`src/hw/rtl/dad_pkg.sv`:
```
// shared types, constants and calendar functions for the date adder
package dad_pkg;

  localparam int unsigned DAY_W   = 5;
  localparam int unsigned MONTH_W = 4;
  localparam int unsigned YEAR_W  = 14;
  localparam int unsigned ADD_W   = 16;
  localparam int unsigned REM_W   = 17;
  localparam int unsigned IN_W    = 40;
  localparam int unsigned OUT_W   = 24;

  // multiplicative inverse of 25 modulo 2**14, and the largest quotient y/25
  localparam logic [YEAR_W-1:0] INV25   = 14'd7209;
  localparam logic [YEAR_W-1:0] MAX_Q25 = 14'd655;

  localparam logic [MONTH_W-1:0] MONTH_JAN = 4'd1;
  localparam logic [MONTH_W-1:0] MONTH_FEB = 4'd2;
  localparam logic [MONTH_W-1:0] MONTH_DEC = 4'd12;

  typedef enum logic [2:0] {
    ST_IDLE,
    ST_CHECK,
    ST_YEARS,
    ST_MONTHS,
    ST_FINISH
  } dad_state_t;

  typedef struct packed {
    logic load;
    logic init;
    logic year_step;
    logic month_step;
    logic out_load;
  } dad_cmd_t;

  typedef struct packed {
    logic bad;
    logic year_more;
    logic month_more;
  } dad_sts_t;

  // gregorian rule; divisibility by 25 through the inverse, so no divider
  function automatic logic is_leap(input logic [YEAR_W-1:0] y);
    logic [YEAR_W-1:0] p;
    logic              d25;
    p   = y * INV25;
    d25 = (p <= MAX_Q25);
    return (y[1:0] == 2'd0) && (!d25 || (y[3:0] == 4'd0));
  endfunction

  function automatic logic [DAY_W-1:0] month_len(input logic [MONTH_W-1:0] m,
                                                  input logic leap);
    logic [DAY_W-1:0] len;
    unique case (m)
      4'd1, 4'd3, 4'd5, 4'd7, 4'd8, 4'd10, 4'd12: len = 5'd31;
      4'd4, 4'd6, 4'd9, 4'd11:                     len = 5'd30;
      4'd2:                                        len = leap ? 5'd29 : 5'd28;
      default:                                     len = 5'd0;
    endcase
    return len;
  endfunction

  // days before the first of month m in a common year
  function automatic logic [8:0] days_before(input logic [MONTH_W-1:0] m);
    logic [8:0] d;
    unique case (m)
      4'd2:    d = 9'd31;
      4'd3:    d = 9'd59;
      4'd4:    d = 9'd90;
      4'd5:    d = 9'd120;
      4'd6:    d = 9'd151;
      4'd7:    d = 9'd181;
      4'd8:    d = 9'd212;
      4'd9:    d = 9'd243;
      4'd10:   d = 9'd273;
      4'd11:   d = 9'd304;
      4'd12:   d = 9'd334;
      default: d = 9'd0;
    endcase
    return d;
  endfunction

endpackage

```
`src/hw/rtl/dad_ctrl.sv`:
```
// sequencer for the date adder: request intake, year and month stepping, result hand-off
module dad_ctrl (
  input  logic              clk,
  input  logic              rst,
  input  logic              s_tvalid,
  output logic              s_tready,
  output logic              m_tvalid,
  input  logic              m_tready,
  input  dad_pkg::dad_sts_t sts,
  output dad_pkg::dad_cmd_t cmd
);

  dad_pkg::dad_state_t state, state_next;
  logic out_valid, out_valid_next;

  always_ff @(posedge clk) begin
    if (rst) begin
      state     <= dad_pkg::ST_IDLE;
      out_valid <= 1'b0;
    end else begin
      state     <= state_next;
      out_valid <= out_valid_next;
    end
  end

  always_comb begin
    state_next = state;
    cmd        = '0;
    s_tready   = 1'b0;
    unique case (state)
      dad_pkg::ST_IDLE: begin
        s_tready = 1'b1;
        if (s_tvalid) begin
          cmd.load   = 1'b1;
          state_next = dad_pkg::ST_CHECK;
        end
      end
      dad_pkg::ST_CHECK: begin
        cmd.init   = 1'b1;
        state_next = sts.bad ? dad_pkg::ST_FINISH : dad_pkg::ST_YEARS;
      end
      dad_pkg::ST_YEARS: begin
        if (sts.year_more) begin
          cmd.year_step = 1'b1;
        end else begin
          state_next = dad_pkg::ST_MONTHS;
        end
      end
      dad_pkg::ST_MONTHS: begin
        if (sts.month_more) begin
          cmd.month_step = 1'b1;
        end else begin
          state_next = dad_pkg::ST_FINISH;
        end
      end
      dad_pkg::ST_FINISH: begin
        // wait until the output register is free
        if (!out_valid || m_tready) begin
          cmd.out_load = 1'b1;
          state_next   = dad_pkg::ST_IDLE;
        end
      end
      default: state_next = dad_pkg::ST_IDLE;
    endcase
  end

  always_comb begin
    if (cmd.out_load) begin
      out_valid_next = 1'b1;
    end else if (m_tready) begin
      out_valid_next = 1'b0;
    end else begin
      out_valid_next = out_valid;
    end
  end

  assign m_tvalid = out_valid;

endmodule

```
`src/hw/rtl/dad_dp.sv`:
```
// datapath for the date adder: day count, year and month registers, output register
module dad_dp (
  input  logic                              clk,
  input  logic [dad_pkg::DAY_W-1:0]         start_day,
  input  logic [dad_pkg::MONTH_W-1:0]       start_month,
  input  logic [dad_pkg::YEAR_W-1:0]        start_year,
  input  logic [dad_pkg::ADD_W-1:0]         days_to_add,
  input  dad_pkg::dad_cmd_t                 cmd,
  output dad_pkg::dad_sts_t                 sts,
  output logic [dad_pkg::DAY_W-1:0]         end_day,
  output logic [dad_pkg::MONTH_W-1:0]       end_month,
  output logic [dad_pkg::YEAR_W-1:0]        end_year,
  output logic                              bad_input
);

  logic [dad_pkg::DAY_W-1:0]   day_in;
  logic [dad_pkg::MONTH_W-1:0] month_in;
  logic [dad_pkg::ADD_W-1:0]   add_in;
  logic [dad_pkg::YEAR_W-1:0]  year;
  logic [dad_pkg::MONTH_W-1:0] mon;
  logic [dad_pkg::REM_W-1:0]   rem;
  logic                        bad;

  logic                        leap;
  logic [8:0]                  year_len;
  logic [dad_pkg::DAY_W-1:0]   start_len;
  logic [dad_pkg::DAY_W-1:0]   cur_len;
  logic                        invalid;
  logic [dad_pkg::REM_W-1:0]   rem_init;

  always_comb begin
    leap      = dad_pkg::is_leap(year);
    year_len  = leap ? 9'd366 : 9'd365;
    start_len = dad_pkg::month_len(month_in, leap);
    cur_len   = dad_pkg::month_len(mon, leap);
    invalid   = (month_in == 4'd0) || (month_in > dad_pkg::MONTH_DEC) ||
                (day_in == 5'd0) || (day_in > start_len);
    // zero-based day within the start year plus the days to add
    rem_init  = 17'(day_in) - 17'd1 + 17'(add_in) + 17'(dad_pkg::days_before(month_in)) +
                17'(leap && (month_in > dad_pkg::MONTH_FEB));
  end

  assign sts.bad        = invalid;
  assign sts.year_more  = (rem >= 17'(year_len));
  assign sts.month_more = (mon != dad_pkg::MONTH_DEC) && (rem >= 17'(cur_len));

  always_ff @(posedge clk) begin
    if (cmd.load) begin
      day_in   <= start_day;
      month_in <= start_month;
      year     <= start_year;
      add_in   <= days_to_add;
    end else if (cmd.year_step) begin
      year <= year + 14'd1;
    end
    if (cmd.init) begin
      bad <= invalid;
      rem <= rem_init;
      mon <= dad_pkg::MONTH_JAN;
    end else if (cmd.year_step) begin
      rem <= rem - 17'(year_len);
    end else if (cmd.month_step) begin
      rem <= rem - 17'(cur_len);
      mon <= mon + 4'd1;
    end
    if (cmd.out_load) begin
      end_day   <= bad ? 5'd0 : rem[dad_pkg::DAY_W-1:0] + 5'd1;
      end_month <= bad ? 4'd0 : mon;
      end_year  <= bad ? 14'd0 : year;
      bad_input <= bad;
    end
  end

endmodule

```
`src/hw/rtl/date_add_days_core.sv`:
```
// Gregorian date plus a day count, with a stream request in and one result out.
// Each request is checked, then stepped once per whole year crossed (about
// days_to_add / 365, at most 180) and once per month before the month of the end
// date, and then its result is loaded: one year or one month is subtracted from
// the running day count per cycle in the datapath. An invalid start date skips
// the stepping and goes straight from the check to the finish. The hand-off also
// waits for as long as the previous result still sits untaken in the output
// register. A new request is taken once the previous one is in the output
// register, even while that result still waits.
module date_add_days_core (
  input  logic                         clk,
  input  logic                         rst,
  input  logic                         s_tvalid,
  output logic                         s_tready,
  // start_day[4:0], start_month[8:5], start_year[22:9], days_to_add[38:23], zero pad
  input  logic [dad_pkg::IN_W-1:0]     s_tdata,
  output logic                         m_tvalid,
  input  logic                         m_tready,
  // end_day[4:0], end_month[8:5], end_year[22:9], zero pad
  output logic [dad_pkg::OUT_W-1:0]    m_tdata,
  // bad_input[0]
  output logic                         m_tuser
);

  dad_pkg::dad_cmd_t cmd;
  dad_pkg::dad_sts_t sts;

  logic [dad_pkg::DAY_W-1:0]   end_day;
  logic [dad_pkg::MONTH_W-1:0] end_month;
  logic [dad_pkg::YEAR_W-1:0]  end_year;

  dad_ctrl u_ctrl (
    .clk      (clk),
    .rst      (rst),
    .s_tvalid (s_tvalid),
    .s_tready (s_tready),
    .m_tvalid (m_tvalid),
    .m_tready (m_tready),
    .sts      (sts),
    .cmd      (cmd)
  );

  dad_dp u_dp (
    .clk         (clk),
    .start_day   (s_tdata[4:0]),
    .start_month (s_tdata[8:5]),
    .start_year  (s_tdata[22:9]),
    .days_to_add (s_tdata[38:23]),
    .cmd         (cmd),
    .sts         (sts),
    .end_day     (end_day),
    .end_month   (end_month),
    .end_year    (end_year),
    .bad_input   (m_tuser)
  );

  assign m_tdata = {1'b0, end_year, end_month, end_day};

`ifndef NO_ASSERTIONS
  a_bad_zero: assert property (@(posedge clk) disable iff (rst)
    m_tvalid && m_tuser |-> m_tdata == '0)
    else $error("bad request result carries a non-zero date");

  a_good_date: assert property (@(posedge clk) disable iff (rst)
    m_tvalid && !m_tuser |-> end_day != 5'd0 && end_month != 4'd0 &&
                             end_month <= dad_pkg::MONTH_DEC)
    else $error("result date out of range");

  a_one_request: assert property (@(posedge clk) disable iff (rst)
    s_tvalid && s_tready |=> !s_tready)
    else $error("request taken while another is in progress");

  a_load_valid: assert property (@(posedge clk) disable iff (rst)
    cmd.out_load |=> m_tvalid)
    else $error("result loaded but not presented");
`endif

endmodule
```
`config.mk`:
```
export PLATFORM = sky130hd
export DESIGN_NAME = date_add_days_core
export DESIGN_NICKNAME = d
export VERILOG_FILES = /design/src/hw/rtl/dad_pkg.sv /design/src/hw/rtl/dad_ctrl.sv /design/src/hw/rtl/dad_dp.sv /design/src/hw/rtl/date_add_days_core.sv
export SDC_FILE = /design/constraint.sdc
export NUM_CORES = 1
export LEC_CHECK = 0
export ABC_AREA = 1
export BUFFER_PORTS_ARGS = -buffer_cell sky130_fd_sc_hd__buf_4
export CELL_PAD_IN_SITES_DETAIL_PLACEMENT = 1
export CELL_PAD_IN_SITES_GLOBAL_PLACEMENT = 2
export CORE_MARGIN = 2
export CORE_UTILIZATION = 39
export CTS_CLUSTER_SIZE = 24
export DETAILED_ROUTE_END_ITERATION = 16
export PLACE_DENSITY = 0.88
export SETUP_SLACK_MARGIN = 0.2
export SLEW_MARGIN = 0
export SYNTH_ARGS = -nofsm -noshare
export SYNTH_HDL_FRONTEND = slang
export SYNTH_SLANG_ARGS = --single-unit
```
`constraint.sdc`:
```
create_clock -name clk -period 8.9 [get_ports clk]
set_input_delay 0 -clock clk [delete_from_list [all_inputs] [get_ports clk]]
set_output_delay 0 -clock clk [all_outputs]
set_load 0.1 [all_outputs]
```
-- After elaboration in Yosys (flattened, before gate mapping)
Memories as Yosys holds them, arrays and structs flattened. A register that Yosys moved wholly into a read port is not among the register bits.
Cells that the tools add are included.
W data, S select, Z words.
- output and inout bits: 27
- input port bits: 44
- memories kept: 1
- bits in registers: 89
- logic and storage cells: 116
- memory bits (read-only): 144
- reductions and logical operators: 24
- equal/unequal tests: 33
- multipliers: 1
- bitwise gates (word level): 1
- magnitude comparators: 6
- add/subtract/negate cells: 9
- muxes and demuxes: 28
- memories (name ; words ; bits a word ; rd ports ; clocked after Yosys merged registers in ; write ports ; RTL line ; RTL):
    (name not given) ; 16 ; 9 ; 1 ; 1 ; 0 ; dad_pkg.sv:66 ; unique case (m)
- operators by type and width (cell ; number):
    $mux W17 ; 3
    $eq A4 B4 Y1 const B ; 10
    $eq A4 B3 Y1 const B ; 8
    $pmux W5 S3 ; 2
    $mux W14 ; 2
    $add A17 B1 Y17 ; 1
    $add A17 B16 Y17 ; 1
    $add A17 B9 Y17 ; 1
    $ge A17 B5 Y1 ; 1
    $ge A17 B9 Y1 ; 1
    $sub A17 B5 Y17 ; 1
    $sub A17 B9 Y17 ; 1
    $eq A4 B2 Y1 const B ; 4
    $mux W3 ; 5
    $pmux W3 S5 ; 1
    $add A14 B1 Y14 const B ; 1
    $le A14 B10 Y1 const B ; 1
    $mul A14 B13 Y14 const B ; 1
    $reduce_or A7 Y1 ; 2
    $mux W1 ; 13
    $eq A4 B1 Y1 const B ; 2
    $logic_not A4 Y1 ; 2
    $reduce_or A4 Y1 ; 2
    $eq A3 B2 Y1 const B ; 2
    other kinds (24) ; 34

-- Logic depth before layout (Yosys ltp)
- word-level depth: 14
- mapped depth: 33
- depth with buffers taken out: 33

-- Cells and area by module
From an unflattened synthesis, not the netlist that was laid out.
- cell total of the unflattened synthesis: 939
- area, all modules: 7758.7 um^2
- by module, submodules not included (module ; cells each ; sequential area each (um^2) ; times used ; area each (um^2)):
    dad_dp ; 889 ; 2692.6 ; 1 ; 7450.9
    dad_ctrl ; 48 ; 80.1 ; 1 ; 296.5
    date_add_days_core ; 2 ; 0.0 ; 1 ; 11.3

-- Worst setup path after synthesis
No wires, ideal clock.
- path kind: register to register
- from: register u_dp.year[0] (netlist name)
- to: register u_dp.rem[16] (netlist name), data pin
- setup slack: 3.068 ns
- stages on the path, launching flop included: 29
- arrival: 5.580 ns
- buffers on the path: 0
- path through: edfxtp_1 > fa_1 > ha_1 > ha_1 > inv_1 > fa_1 > fa_1 > inv_1 > ha_1 > nand2_1 > or2_2 > nand3_1 > nand3_1 > nand3_1 > nand2_1 > nor2_1 > fa_1 > ha_1 > fa_1 > nand2_1 > nand2_1 > nand2_1 > nand2_1 > nand3_1 > nand3_1 > a21oi_1 > nand2_1 > nand2_1 > nand2_1
- longest elaborated chain between the ends: 11
- elaborated cells on any way between the ends: 20
- ends and longest elaborated chain (element ; RTL line ; RTL):
    from (decl) ; dad_dp.sv:19 ; logic [dad_pkg::YEAR_W-1:0] year;
    from (signal assigned) ; dad_dp.sv:51 ; year <= start_year;
    from (signal assigned) ; dad_dp.sv:54 ; year <= year + 14'd1;
    $mul A14 B13 Y14 ; dad_pkg.sv:46 ; p = y * INV25;
    $le A14 B10 Y1 ; dad_pkg.sv:47 ; d25 = (p <= MAX_Q25);
    $logic_not A1 Y1 ; dad_pkg.sv:48 ; return (y[1:0] == 2'd0) && (!d25 || (y[3:0] == 4'd0));
    $logic_or A1 B1 Y1 ; dad_pkg.sv:48 ;
    $logic_and A1 B1 Y1 * ; dad_pkg.sv:48 ;
    $mux W1 or $mux W2 (tied branches) ; dad_pkg.sv:57, dad_dp.sv:33 ;
    $pmux W5 S3 or $ge A17 B9 Y1 (tied branches) ; dad_pkg.sv:54, dad_dp.sv:44 ;
    $sub A17 B5 Y17 or $mux W1 (tied branches) ; dad_dp.sv:63, dad_ctrl.sv:43 ;
    $mux W17 or $mux W1 (tied branches) ; dad_dp.sv:62, dad_ctrl.sv:30 ;
    $mux W17 ; dad_dp.sv:60 ; end else if (cmd.year_step) begin
    $mux W17 * ; dad_dp.sv:56 ; if (cmd.init) begin
    to (signal assigned) ; dad_dp.sv:58 ; rem <= rem_init;
    to (signal assigned) ; dad_dp.sv:61 ; rem <= rem - 17'(year_len);
    to (signal assigned) ; dad_dp.sv:63 ; rem <= rem - 17'(cur_len);
    to (decl) ; dad_dp.sv:21 ; logic [dad_pkg::REM_W-1:0] rem;
Every way passes the cells marked *; elsewhere a longest branch is shown, timed or not. The select of a mux whose other input is x is not followed.
A chain may end at the register's enable or synchronous reset.

-- Worst setup path in the final report
- from: register u_dp.year[0] (netlist name)
- to: register u_dp.rem[10] (netlist name), enable pin
- longest elaborated chain between the ends: 12
- elaborated cells on any way between the ends: 18
- ends and longest elaborated chain (element ; RTL line ; RTL):
    $mul A14 B13 Y14 ; dad_pkg.sv:46 ;
    $le A14 B10 Y1 ; dad_pkg.sv:47 ;
    $logic_not A1 Y1 ; dad_pkg.sv:48 ;
    $logic_or A1 B1 Y1 ; dad_pkg.sv:48 ;
    $logic_and A1 B1 Y1 * ; dad_pkg.sv:48 ;
    $mux W1 ; dad_pkg.sv:57 ; 4'd2: len = leap ? 5'd29 : 5'd28;
    $pmux W5 S3 ; dad_pkg.sv:54 ; unique case (m)
    $ge A17 B5 Y1 ; dad_dp.sv:45 ; assign sts.month_more = (mon != dad_pkg::MONTH_DEC) && (rem >= 17'(cur_len));
    $logic_and A1 B1 Y1 ; dad_dp.sv:45 ;
    $mux W1 ; dad_ctrl.sv:50 ; if (sts.month_more) begin
    $mux W1 ; dad_ctrl.sv:30 ; unique case (state)
    $reduce_bool A3 Y1 (no line) * ; - ;
Every way passes the cells marked *; elsewhere a longest branch is shown, timed or not.

==> reports/metrics.csv <==
stage;metric;value;unit
clock_tree;post_cts_buffers;0;
die;start_util;40.1;%
cells_and_area;fillCellCount;2498;
worst_setup_path;cp-start-kind;register;
yosys;ys.flop_type;edfxtp_1;
sta;worst_pin_slew;1220;ps
hold_path;min_from;s_tvalid;
cells_and_area;layout-drive-gt1-share;11.7;%
clock_tree;cts_tree;done;
yosys;synthDistinctLibCells;48;
detailed_routing;detailedRoute.firstPassIterationCount;4;
cells_and_area;multi_input_area;4650;µm²
sta;setup_tns;0;ps
die;fp.dieW;149;µm
die;dieArea;22100;µm²
run;drv_cap;0;
sta;slew_headroom;18.3;%
die;io_pins;71;
yosys;synth_compound_area_share;7.73;%
clock_tree;root_buffer;clkbuf_16;
grt;grt_pass1_vias;7301;
sta;max_clock_freq;153;MHz
sta;min_period;6530;ps
clock_tree;clk_latency;360;ps
cells_and_area;insertedDiodeCount;0;
clock_tree;ctsHtreeMaxLevel;3;
yosys;yosys.area_share.adder;19.3;%
yosys;syn-num-nets;1185;
grt;overflow;0;
placed_design;place.gp.congestion;0.824;
worst_setup_path;critPathRequiredTime;8750;ps
detailed_routing;finalWirelength;20.5;mm
sta;drv_slew;0;
yosys;synth_top_family_by_area;simple AND/OR/NAND/NOR gates;
clock_tree;cts.clk_slew.worst_paths;80;ps
die;core;20400;µm²
yosys;post_synth_xor_area_fraction;3.97;%
grt;antenna_found_initial;0;
yosys;yosys.area_share.simple;25.9;%
detailed_routing;ant_nets;0;
placed_design;place_area;8920;µm²
worst_setup_path;path_max_fanout;25;
cells_and_area;regArea;2770;µm²
detailed_routing;drc;0;
placed_design;portBuffers;68;
outcome;status;finished, final reports clean;
placed_design;place_hpwl;16.2;mm
worst_setup_path;cp-end-kind;register;
detailed_routing;drt_iter0_drc;321;
detailed_routing;vias_per_cell;4.87;
detailed_routing;wire_per_inst;14.5;µm
sta;worst_clock_skew;16.4;ps
sta;setup_viol;0;
sta;timing.final.crit_share;73.4;%
grt;grt_usage;20.0;%
yosys;syn_area;8160;µm²
clock_tree;cts_buffers;9;
yosys;synth_edf_count;81;
worst_setup_path;r2r_slack;2370;ps
worst_setup_path;r2r_start;u_dp.year[0];
sta;finalHoldViolCount;0;
detailed_routing;vias;6866;
hold_path;min_path_type;in -> reg;
yosys;yosysSeqAreaShare;34.0;%
cells_and_area;design_area;9620;µm²
worst_setup_path;critPathKind;reg -> reg;
clock_tree;clock_path_buffers;2;
die;num_rows;52;
clock_tree;cts.sinks;98;
grt;grt_max_degree;47;
sta;rsz0062_at_grt;false;
worst_setup_path;cp.arrival;6380;ps
yosys;syn_avg_cell_area;7.93;µm²
cells_and_area;finalNetCount;1291;
yosys;synthCells;1029;
yosys;ys_async_sr_fraction;0;%
worst_setup_path;cp-startpoint;u_dp.year[0];
die;die_height;149;µm
grt;grt_pass1_wl;35.5;mm
yosys;muxShareOfSynthArea;0;%
yosys;ys_ff_latch;98;
yosys;ys_warn_count;0;
cells_and_area;synthToLayoutAreaGrowth;17.9;%
==> sequential cells by signal (all words and copies together), names as in the netlist, named ones only <==
name and flops:
u_dp.mon 4, u_dp.bad 1, u_dp.rem 17, u_dp.month_in 4, u_ctrl.m_tvalid 1, u_dp.bad_input 1
u_dp.day_in 5, u_dp.end_day 5, u_dp.add_in 16, u_dp.end_month 4, u_dp.end_year 14, u_ctrl.state 3
u_dp.year 14
==> stage by stage <==
| stage | std cells | worst slack, ps | hold slack [ps] | util (%) |
|---|---|---|---|---|
| finish | 1410 | 2370 | 91.0 | 47.2 |
| global route | 1410 | 1890 | 141 | 47.2 |
| CTS | 1410 | 2290 | 83.2 | 47.2 |
| detailed placement | 1353 | 2340 | 179 | 43.8 |
| global placement | 1353 | 2450 | 178 | 43.8 |
| floorplan | 1029 | 3070 | 69.1 | - |
==> repair_timing <==
item	4_1_cts	5_1_grt
endpoints found under the hold margin	43	0
hold buffers	41	0
endpoints found under the setup margin	0	0
resized for setup	0	0
==> layout make-up <==
| class | count | area share (%) |
|---|---|---|
| Clock inverter | 7 | 0.663 |
| Timing Repair Buffer | 112 | 9.80 |
| Multi-Input combinational cell | 748 | 48.3 |
| Tap cell | 270 | 3.51 |
| Inverter | 166 | 6.51 |
| Sequential cell | 98 | 28.8 |
| Clock buffer | 9 | 2.34 |
==> worst paths after layout <==
| kind | end | cells after the start |
|---|---|---|
| setup / recovery | u_dp.rem[10] | 24 |
| setup reg to reg | u_dp.rem[10] | 24 |
| hold / removal | u_ctrl.state[1] | 5 |
| hold reg to reg | u_ctrl.state[0] | 3 |
==> cell usage after synthesis (15+ instances only) <==
master    count  area share, %
nand2_1     273             13
inv_1       153            7.0
ha_1         89             14
fa_1         23            5.6
xor2_1       30            3.2
nor2_1       79            3.6
nor3_1       15           0.92
o21ai_0      39            2.4
nand3_1      70            4.3
a21oi_1      44            2.7
dfxtp_1      17            4.2
edfxtp_1     81             30
==> cells in the final DEF, fill, tap and decap left out, drive strengths merged, types with 17 or more instances in the layout <==
cell           n
edfxtp        81
ha            89
nand3         72
nor3          18
a21oi         45
fa            23
nand2        284
dfxtp         17
dlygate4sd3   41
o21ai         49
nor2          89
buf           71
xor2          30
inv          167
==> critical path, stage by stage, from the launching register on <==
cell and delay [ps]:
edfxtp_1 540, fa_1 600, ha_1 230, ha_1 270
inv_1 60, fa_1 520, fa_1 570, inv_1 50
ha_1 360, nand2_1 60, or2_2 290, nand3_1 100
inv_1 50, nand2_1 60, nand3_1 140, nand2_1 220
ha_1 280, nand2_1 70, nand2_1 80, nand2_1 80
nand2_2 120, a21oi_4 180, nand3_2 100, nand2_4 280
nand3_1 690
==> cell families after synthesis <==
logic type / Yosys count
flip-flops: 98
adder cells (fa/ha/maj): 112
AND/OR/NAND/NOR: 484
buffers and inverters: 183
AO/OA/AOI/OAI: 114
XOR/XNOR: 37
other: 1
==> metal layers <==
metal / track usage, % / part of all wire (%) / vias up
met5: 0 / 0 / -
met4: 5.10 / 1.3 / 0
met3: 2.12 / 2.1 / 18
met2: 33.8 / 47 / 76
met1: 27.6 / 50 / 3220
li1: - / - / 3552
Power is left out: the tool's default activity adds up to more than one toggle a clock period on the data nets, which glitch-free logic cannot reach.
